## src/sv/dqse_pkg.sv

```systemverilog
// ============================================================================
// dqse_pkg
// Shared types, constants and ring-index helpers for the deque with search
// and extremes.
// ============================================================================
package dqse_pkg;

   // Storage geometry.
   localparam int DEPTH      = 16;
   localparam int DATA_WIDTH = 32;
   localparam int IDX_W      = (DEPTH > 1) ? $clog2(DEPTH) : 1;
   localparam int CNT_W      = $clog2(DEPTH + 1);

   // Fixed field widths on the ports.
   localparam int VAL_W       = 32;
   localparam int POS_W       = 4;
   localparam int FUNC_W      = 3;
   localparam int STATUS_W    = 2;
   localparam int REQ_TDATA_W = 32;
   localparam int REQ_TUSER_W = 3;
   localparam int RSP_TDATA_W = 40;
   localparam int RSP_TUSER_W = 3;

   // Depth as a ring-sum-wide constant.
   localparam logic [IDX_W:0] DEPTH_S = (IDX_W + 1)'(DEPTH);
   localparam logic [IDX_W-1:0] LAST_IDX = IDX_W'(DEPTH - 1);

   // Operation codes.
   typedef enum logic [FUNC_W-1:0] {
      FN_PUSH_BACK  = 3'd0,
      FN_POP_BACK   = 3'd1,
      FN_PUSH_FRONT = 3'd2,
      FN_POP_FRONT  = 3'd3,
      FN_FIND       = 3'd4,
      FN_MAX        = 3'd5,
      FN_MIN        = 3'd6,
      FN_EMPTY_TEST = 3'd7
   } func_type;

   // Completion status codes.
   typedef enum logic [STATUS_W-1:0] {
      ST_OK        = 2'd0,
      ST_EMPTY     = 2'd1,
      ST_FULL      = 2'd2,
      ST_NOT_FOUND = 2'd3
   } status_type;

   // Ring index plus offset, both below the depth.
   function automatic logic [IDX_W-1:0] wrap_add(input logic [IDX_W-1:0] a,
                                                 input logic [IDX_W-1:0] b);
      logic [IDX_W:0] sum;
      sum = {1'b0, a} + {1'b0, b};
      if (sum >= DEPTH_S) begin
         sum = sum - DEPTH_S;
      end
      return sum[IDX_W-1:0];
   endfunction

   // Ring index minus one.
   function automatic logic [IDX_W-1:0] wrap_dec(input logic [IDX_W-1:0] a);
      logic [IDX_W-1:0] res;
      if (a == '0) begin
         res = LAST_IDX;
      end else begin
         res = a - 1'b1;
      end
      return res;
   endfunction

   // Port value to stored entry: sign-extend, then cut to the entry width.
   function automatic logic [DATA_WIDTH-1:0] to_store(input logic [VAL_W-1:0] v);
      logic [DATA_WIDTH+VAL_W-1:0] wide;
      wide = {{DATA_WIDTH{v[VAL_W-1]}}, v};
      return wide[DATA_WIDTH-1:0];
   endfunction

   // Stored entry to port value: sign-extend, then keep the port width.
   function automatic logic [VAL_W-1:0] to_out(input logic [DATA_WIDTH-1:0] v);
      logic [DATA_WIDTH+VAL_W-1:0] wide;
      wide = {{VAL_W{v[DATA_WIDTH-1]}}, v};
      return wide[VAL_W-1:0];
   endfunction

   // Ring offset to reported position; deep queues wrap modulo 16.
   function automatic logic [POS_W-1:0] to_pos(input logic [IDX_W-1:0] idx);
      logic [IDX_W+POS_W-1:0] wide;
      wide = {{POS_W{1'b0}}, idx};
      return wide[POS_W-1:0];
   endfunction

endpackage

```

## src/sv/dqse_ram.sv

```systemverilog
// ============================================================================
// dqse_ram
// Generic single-port-write, single-port-read synchronous RAM with a
// registered read. No reset: contents are undefined until written.
// ============================================================================
module dqse_ram #(
   parameter int WIDTH = 32,
   parameter int DEPTH = 16
) (
   input  logic                                   clock,
   input  logic                                   wr_en,
   input  logic [((DEPTH > 1) ? $clog2(DEPTH) : 1)-1:0] wr_addr,
   input  logic [WIDTH-1:0]                       wr_data,
   input  logic                                   rd_en,
   input  logic [((DEPTH > 1) ? $clog2(DEPTH) : 1)-1:0] rd_addr,
   output logic [WIDTH-1:0]                       rd_data
);

   logic [WIDTH-1:0] mem [DEPTH];
   logic [WIDTH-1:0] rd_data_ff;

   // Write port.
   always_ff @(posedge clock) begin
      if (wr_en) begin
         mem[wr_addr] <= wr_data;
      end
   end

   // Registered read port.
   always_ff @(posedge clock) begin
      if (rd_en) begin
         rd_data_ff <= mem[rd_addr];
      end
   end

   assign rd_data = rd_data_ff;

endmodule

```

## src/sv/deque_with_search_and_extremes_unit.sv

```systemverilog
// ============================================================================
// deque_with_search_and_extremes_unit
// Bounded double-ended queue in a ring memory, with find, max and min scans.
// ============================================================================
// One request is handled at a time. Pushes and the empty test pass through the
// execute and response states, pops also through a pop state that takes the
// read data, and find, max and min through a scan state that reads the entry
// memory through its single read port one entry per cycle (find stops at the
// first match). A finished result waits in the output register, and the next
// request is accepted while it waits. Max and min report the last entry,
// counted from the front, that holds the extreme value; positions are
// reported modulo 16. The entry memory is not cleared at reset: only entries
// inside the live range are ever read.
module deque_with_search_and_extremes_unit
   import dqse_pkg::*;
(
   input  logic                   clock,
   input  logic                   reset,
   // Request channel.
   input  logic                   req_tvalid,
   output logic                   req_tready,
   input  logic [REQ_TDATA_W-1:0] req_tdata,  // [31:0] value_in
   input  logic [REQ_TUSER_W-1:0] req_tuser,  // [2:0] func
   // Response channel.
   output logic                   rsp_tvalid,
   input  logic                   rsp_tready,
   output logic [RSP_TDATA_W-1:0] rsp_tdata,  // [31:0] value_out, [35:32] position,
                                              // [39:36] zero
   output logic [RSP_TUSER_W-1:0] rsp_tuser   // [1:0] status, [2] is_empty
);

   // Sequencer states.
   typedef enum logic [4:0] {
      S_IDLE = 5'b00001,
      S_EXEC = 5'b00010,
      S_POP  = 5'b00100,
      S_SCAN = 5'b01000,
      S_RESP = 5'b10000
   } state_type;

   state_type              state_ff, state_in;
   func_type               func_ff, func_in;
   logic [DATA_WIDTH-1:0]  val_ff, val_in;
   logic [IDX_W-1:0]       front_ff, front_in;
   logic [CNT_W-1:0]       count_ff, count_in;
   logic [IDX_W-1:0]       iss_ff, iss_in;
   status_type             res_status_ff, res_status_in;
   logic [DATA_WIDTH-1:0]  res_value_ff, res_value_in;
   logic [IDX_W-1:0]       res_pos_ff, res_pos_in;
   logic                   rsp_tvalid_ff, rsp_tvalid_in;
   logic [RSP_TDATA_W-1:0] rsp_tdata_ff, rsp_tdata_in;
   logic [RSP_TUSER_W-1:0] rsp_tuser_ff, rsp_tuser_in;

   logic                   wr_en;
   logic [IDX_W-1:0]       wr_addr;
   logic                   rd_en;
   logic [IDX_W-1:0]       rd_addr;
   logic [DATA_WIDTH-1:0]  rd_data;

   logic                   req_fire;
   logic                   out_free;
   logic [CNT_W-1:0]       cnt_m1;
   logic                   is_full;
   logic                   is_empty_q;
   logic                   scan_last;
   logic                   take;

   // Entry storage.
   dqse_ram #(
      .WIDTH (DATA_WIDTH),
      .DEPTH (DEPTH)
   ) u_entry_ram (
      .clock   (clock),
      .wr_en   (wr_en),
      .wr_addr (wr_addr),
      .wr_data (val_ff),
      .rd_en   (rd_en),
      .rd_addr (rd_addr),
      .rd_data (rd_data)
   );

   // Handshake qualifiers and occupancy flags.
   assign req_tready = (state_ff == S_IDLE);
   assign req_fire   = req_tvalid && req_tready;
   assign out_free   = !rsp_tvalid_ff || rsp_tready;
   assign cnt_m1     = count_ff - 1'b1;
   assign is_full    = (count_ff == CNT_W'(DEPTH));
   assign is_empty_q = (count_ff == '0);
   assign scan_last  = (cnt_m1 == CNT_W'(iss_ff));

   // Sequencer, memory access and result assembly.
   always_comb begin
      state_in      = state_ff;
      func_in       = func_ff;
      val_in        = val_ff;
      front_in      = front_ff;
      count_in      = count_ff;
      iss_in        = iss_ff;
      res_status_in = res_status_ff;
      res_value_in  = res_value_ff;
      res_pos_in    = res_pos_ff;
      rsp_tvalid_in = rsp_tvalid_ff;
      rsp_tdata_in  = rsp_tdata_ff;
      rsp_tuser_in  = rsp_tuser_ff;
      wr_en         = 1'b0;
      wr_addr       = front_ff;
      rd_en         = 1'b0;
      rd_addr       = front_ff;
      take          = 1'b0;

      // The response register empties when the consumer takes it.
      if (rsp_tvalid_ff && rsp_tready) begin
         rsp_tvalid_in = 1'b0;
      end

      case (state_ff)
         S_IDLE: begin
            if (req_fire) begin
               func_in  = func_type'(req_tuser[FUNC_W-1:0]);
               val_in   = to_store(req_tdata[VAL_W-1:0]);
               state_in = S_EXEC;
            end
         end

         S_EXEC: begin
            res_status_in = ST_OK;
            res_value_in  = '0;
            res_pos_in    = '0;
            state_in      = S_RESP;
            case (func_ff)
               FN_PUSH_BACK: begin
                  if (is_full) begin
                     res_status_in = ST_FULL;
                  end else begin
                     wr_en    = 1'b1;
                     wr_addr  = wrap_add(front_ff, count_ff[IDX_W-1:0]);
                     count_in = count_ff + 1'b1;
                  end
               end
               FN_PUSH_FRONT: begin
                  if (is_full) begin
                     res_status_in = ST_FULL;
                  end else begin
                     wr_en    = 1'b1;
                     wr_addr  = wrap_dec(front_ff);
                     front_in = wrap_dec(front_ff);
                     count_in = count_ff + 1'b1;
                  end
               end
               FN_POP_BACK: begin
                  if (is_empty_q) begin
                     res_status_in = ST_EMPTY;
                  end else begin
                     rd_en    = 1'b1;
                     rd_addr  = wrap_add(front_ff, cnt_m1[IDX_W-1:0]);
                     count_in = cnt_m1;
                     state_in = S_POP;
                  end
               end
               FN_POP_FRONT: begin
                  if (is_empty_q) begin
                     res_status_in = ST_EMPTY;
                  end else begin
                     rd_en    = 1'b1;
                     rd_addr  = front_ff;
                     front_in = wrap_add(front_ff, IDX_W'(1));
                     count_in = cnt_m1;
                     state_in = S_POP;
                  end
               end
               FN_FIND, FN_MAX, FN_MIN: begin
                  if (is_empty_q) begin
                     res_status_in = ST_EMPTY;
                  end else begin
                     rd_en    = 1'b1;
                     rd_addr  = front_ff;
                     iss_in   = '0;
                     state_in = S_SCAN;
                     if (func_ff == FN_FIND) begin
                        res_status_in = ST_NOT_FOUND;
                     end
                  end
               end
               default: begin
                  // Empty test: status ok, only is_empty matters.
               end
            endcase
         end

         S_POP: begin
            res_value_in = rd_data;
            state_in     = S_RESP;
         end

         S_SCAN: begin
            // rd_data holds the entry at offset iss_ff from the front.
            if (func_ff == FN_FIND) begin
               if (rd_data == val_ff) begin
                  res_status_in = ST_OK;
                  res_pos_in    = iss_ff;
                  state_in      = S_RESP;
               end else if (scan_last) begin
                  state_in = S_RESP;
               end else begin
                  rd_en   = 1'b1;
                  rd_addr = wrap_add(front_ff, iss_ff + 1'b1);
                  iss_in  = iss_ff + 1'b1;
               end
            end else begin
               if (iss_ff == '0) begin
                  take = 1'b1;
               end else if (func_ff == FN_MAX) begin
                  take = ($signed(rd_data) >= $signed(res_value_ff));
               end else begin
                  take = ($signed(rd_data) <= $signed(res_value_ff));
               end
               if (take) begin
                  res_value_in = rd_data;
                  res_pos_in   = iss_ff;
               end
               if (scan_last) begin
                  state_in = S_RESP;
               end else begin
                  rd_en   = 1'b1;
                  rd_addr = wrap_add(front_ff, iss_ff + 1'b1);
                  iss_in  = iss_ff + 1'b1;
               end
            end
         end

         S_RESP: begin
            if (out_free) begin
               rsp_tvalid_in = 1'b1;
               rsp_tdata_in  = {{(RSP_TDATA_W - VAL_W - POS_W){1'b0}},
                                to_pos(res_pos_ff), to_out(res_value_ff)};
               rsp_tuser_in  = {is_empty_q, res_status_ff};
               state_in      = S_IDLE;
            end
         end

         default: begin
            state_in = S_IDLE;
         end
      endcase
   end

   // Control state.
   always_ff @(posedge clock) begin
      if (reset) begin
         state_ff      <= S_IDLE;
         front_ff      <= '0;
         count_ff      <= '0;
         rsp_tvalid_ff <= 1'b0;
      end else begin
         state_ff      <= state_in;
         front_ff      <= front_in;
         count_ff      <= count_in;
         rsp_tvalid_ff <= rsp_tvalid_in;
      end
   end

   // Payload registers.
   always_ff @(posedge clock) begin
      func_ff       <= func_in;
      val_ff        <= val_in;
      iss_ff        <= iss_in;
      res_status_ff <= res_status_in;
      res_value_ff  <= res_value_in;
      res_pos_ff    <= res_pos_in;
      rsp_tdata_ff  <= rsp_tdata_in;
      rsp_tuser_ff  <= rsp_tuser_in;
   end

   assign rsp_tvalid = rsp_tvalid_ff;
   assign rsp_tdata  = rsp_tdata_ff;
   assign rsp_tuser  = rsp_tuser_ff;

endmodule

```

## config.mk

```make
export PLATFORM = sky130hd
export DESIGN_NAME = deque_with_search_and_extremes_unit
export DESIGN_NICKNAME = d
export VERILOG_FILES = /design/src/sv/dqse_pkg.sv /design/src/sv/dqse_ram.sv /design/src/sv/deque_with_search_and_extremes_unit.sv
export SDC_FILE = /design/constraint.sdc
export NUM_CORES = 1
export LEC_CHECK = 0
export BUFFER_PORTS_ARGS = -buffer_cell sky130_fd_sc_hd__buf_4
export CELL_PAD_IN_SITES_DETAIL_PLACEMENT = 1
export CELL_PAD_IN_SITES_GLOBAL_PLACEMENT = 1
export CORE_ASPECT_RATIO = 0.7
export CORE_MARGIN = 4
export CORE_UTILIZATION = 48
export CTS_CLUSTER_DIAMETER = 200
export DETAILED_ROUTE_END_ITERATION = 8
export PLACE_DENSITY_LB_ADDON = 0.1
export SETUP_SLACK_MARGIN = 0.05
export SYNTH_ARGS = -nofsm -noshare
export SYNTH_HDL_FRONTEND = slang
export SYNTH_SLANG_ARGS = --single-unit
```

## constraint.sdc

```tcl
create_clock -name clock -period 4.35 [get_ports clock]
set_input_delay 0.2175 -clock clock [delete_from_list [all_inputs] [get_ports clock]]
set_output_delay 0.2175 -clock clock [all_outputs]
set_load 0.05 [all_outputs]
```

==> run summary <==
fmax = 0.234 GHz
crit path max fanout = 13
largest net degree at the start of global routing = 44
area of the die = 62900 sq um
CP endpoint kind = register
dpl hpwl = 52400 um
Final nets = 2197
Slew Viols, Final = 0
compound-cell area share of the yosys netlist = 9.86%
most frequent cells in the layout = edfxtp_1, buf_4, nand3_1
met3 usage = 6.83%
Rows = 74
first-pass GRT wire length = 125000 um
final cycle utilization of the critical path = 98.2%
Max-Slew Margin vs Limit = 29.2%
CTS tree = yes
pwr/cell area = 388 nW/um^2
Post-CTS Setup Repair Bufs = 0
#FFs+latches synth = 675
Clock Tree Root = clkbuf_16
post-synthesis xor/xnor area fraction = 1.85%
worst path required time = 4.84 ns
Synth async-reset ratio = 0%
RSZ-0062 raised after global routing = true
leak pwr = 11.3 nW
total wire length = 84200 um
worst-path cell chain = xor2_1 > nor3_2 > nand3_1 > or4_1 > buf_4 > and2_4 > buf_4 > a221o_2 > buf_12 > a2111oi_1 > buf_4 > a2111oi_2 > buf_4 > nand3_1
Worst-Margin Slew = 1.06 ns
ys flop type = edfxtp_1
Post-synth EDFFs = 660
Sink Count = 675
pre-CTS setup slack = -0.563 ns
CP arrival = 4.77 ns
Post-Syn Instances = 1843
Startpoint Class = register
run status = finished, final reports clean
Die Span Y = 211 um
PortBufs = 79
Mapped Avg Cell Area = 15.3 sq um
core area = 58300 sq um
GRT Total Usage = 26.8%
Iteration-0 DRC Markers = 1933
count of cell types in the netlist = 63
H-tree levels = 3
met1 usage = 39.9%
fin crit period = 4.27 ns
DRC = 0
sequential fraction of the synthesis area = 71.2%
MaxCap Viol Count = 0
Via density = 6.16
DR vias = 17992
met2 Track Usage GR = 39.6%
Routed Antenna Nets = 0
largest family of logic cells by synthesized area = compound AO/OA/AOI/OAI gates
most common cell after layout, fill and taps aside = edfxtp_1
DRT Pass-1 Iters = 8
Design Area, Final = 34300 sq um
Top delay family on crit path = simple AND/OR/NAND/NOR gates
worst hold path class = input port to register
clk buf depth = 3
crit-path most repeated cell = buf_4
total placed instance area = 31600 sq um
Die X = 298 um
skew final = 0.0233 ns
Initial Util = 48.4%
Area growth syn-to-layout = 21.2%
wire length per cell = 28.8 um
worst-skew pair later-pin latency = 0.63 ns
CTS clk-pin slew, worst paths = 0.06 ns
simple-gate share of the synthesized area = 6.11%
proportion of synthesized area in mux cells = 5.96%
total CTS buffers = 68
initial antenna violation count = 1
CP max stage cell = a2111oi_1
Syn. warnings = 0
Placer Congestion = 0.865
share of post-route cells with drive strength above 1 = 20.3%
fin worst setup slack = 0.0777 ns
final setup vio count = 0
GRT Max-Usage Layer = met1
CP peak stage delay = 0.58 ns
vias in the first global route = 18547
VDD IR-drop max = 0.291 mV
Remaining Overflow, GRT = 0
Hold Vio Cnt, Final = 0
Netlist Area Pre-Place = 28300 sq um
non-filler cells, final = 2919
I/O pin total = 84
fraction of the mapped netlist area in adder cells = 2.34%
WP buf/inv = 5
Crit Path Class = register to register
cell count after placement = 2759
==> flip-flops by register name (all words and copies together), names as in the netlist <==
name and count:
iss_ff 4, func_ff 3, front_ff 4, u_entry_ram.mem 512
u_entry_ram.rd_data 32, res_pos_ff 4, res_value_ff 32, rsp_tvalid 1
val_ff 32, count_ff 5, res_status_ff 2, state_ff 5
rsp_tuser 3, rsp_tdata 36
==> path summary, 6_finish.rpt <==
| kind | startpoint | slack, ns | end | cells past startpoint |
|---|---|---|---|---|
| worst max-delay path | u_entry_ram.rd_data[9] | 0.08 | u_entry_ram.rd_data[22] | 14 |
| worst min-delay path | req_tdata[3] | 0.31 | val_ff[3] | 2 |
| worst max register to register | u_entry_ram.rd_data[9] | 0.08 | u_entry_ram.rd_data[22] | 14 |
| worst min register to register | res_pos_ff[3] | 0.43 | rsp_tdata[35] | 0 |
==> synth_stat cells (12+ instances only) <==
cell,count,area share (%)
dfxtp_1,15,1.1
edfxtp_1,660,70
a2111oi_0,127,3.9
mux2_1,27,1.1
xnor2_1,24,0.74
buf_1,12,0.16
nor2_1,53,0.70
and2_1,38,0.84
a21o_1,12,0.32
nand2_1,34,0.45
ha_1,48,2.1
inv_1,48,0.64
a21oi_1,23,0.41
o21ai_0,108,1.9
buf_4,12,0.32
xor2_1,33,1.0
nor3_1,13,0.23
nor4_1,14,0.31
nand3_1,138,2.4
mux2i_1,131,4.6
buf_2,19,0.34
o22a_1,63,2.0
clkbuf_1,89,1.2
==> area by class of cell <==
class                           instances  area, sq um
Antenna cell                            2         5.00
Sequential cell                       675        20100
Clock buffer                           86         1840
Clock inverter                         34          256
Fill cell                            5377        24100
Tap cell                              760          951
Timing Repair Buffer                  324         3130
Inverter                               48          180
Multi-Input combinational cell        990         7770
==> report_power, final <==
| group | leakage [nW] | internal [W] | total, W | switching [W] |
|---|---|---|---|---|
| logic | 4.19 | 0.000140 | 0.000386 | 0.000246 |
| registers | 6.12 | 0.00718 | 0.00721 | 0.0000367 |
| clock network | 1.03 | 0.00319 | 0.00569 | 0.00250 |
==> metrics by stage <==
stage               power (W)  TNS [ns]  utilization (%)  hold WS [ns]
global route           0.0137   -0.0610             58.7         0.291
detailed placement    0.00770     -3.41             54.2         0.397
global placement      0.00769     -3.62             54.2         0.396
CTS                    0.0134         0             58.6         0.266
floorplan             0.00750         0                -         0.287
finish                 0.0133         0             58.7         0.307
==> repair_timing <==
| item | 4_1_cts | 5_1_grt |
|---|---|---|
| resized for setup | 16 | 25 |
| pin swaps | 0 | 1 |
| endpoints found under the hold margin | 50 | 0 |
| endpoints found under the setup margin | 31 | 29 |
| hold buffers | 38 | 0 |
==> cells by family after synthesis <==
family / Yosys count
AO/OA/AOI/OAI: 378
XOR/XNOR: 58
adder cells (fa/ha/maj): 51
buffers and inverters: 181
flip-flops: 675
multiplexers: 164
other: 1
AND/OR/NAND/NOR: 335
==> metal layers <==
metal  vias to the layer above  part of all wire (%)
li1                       7833                     -
met1                      9329                    45
met2                       712                    44
met3                       118                   8.9
met4                         0                   2.4
met5                         -                     0
No activity file was read; power rests on OpenSTA's default activity.
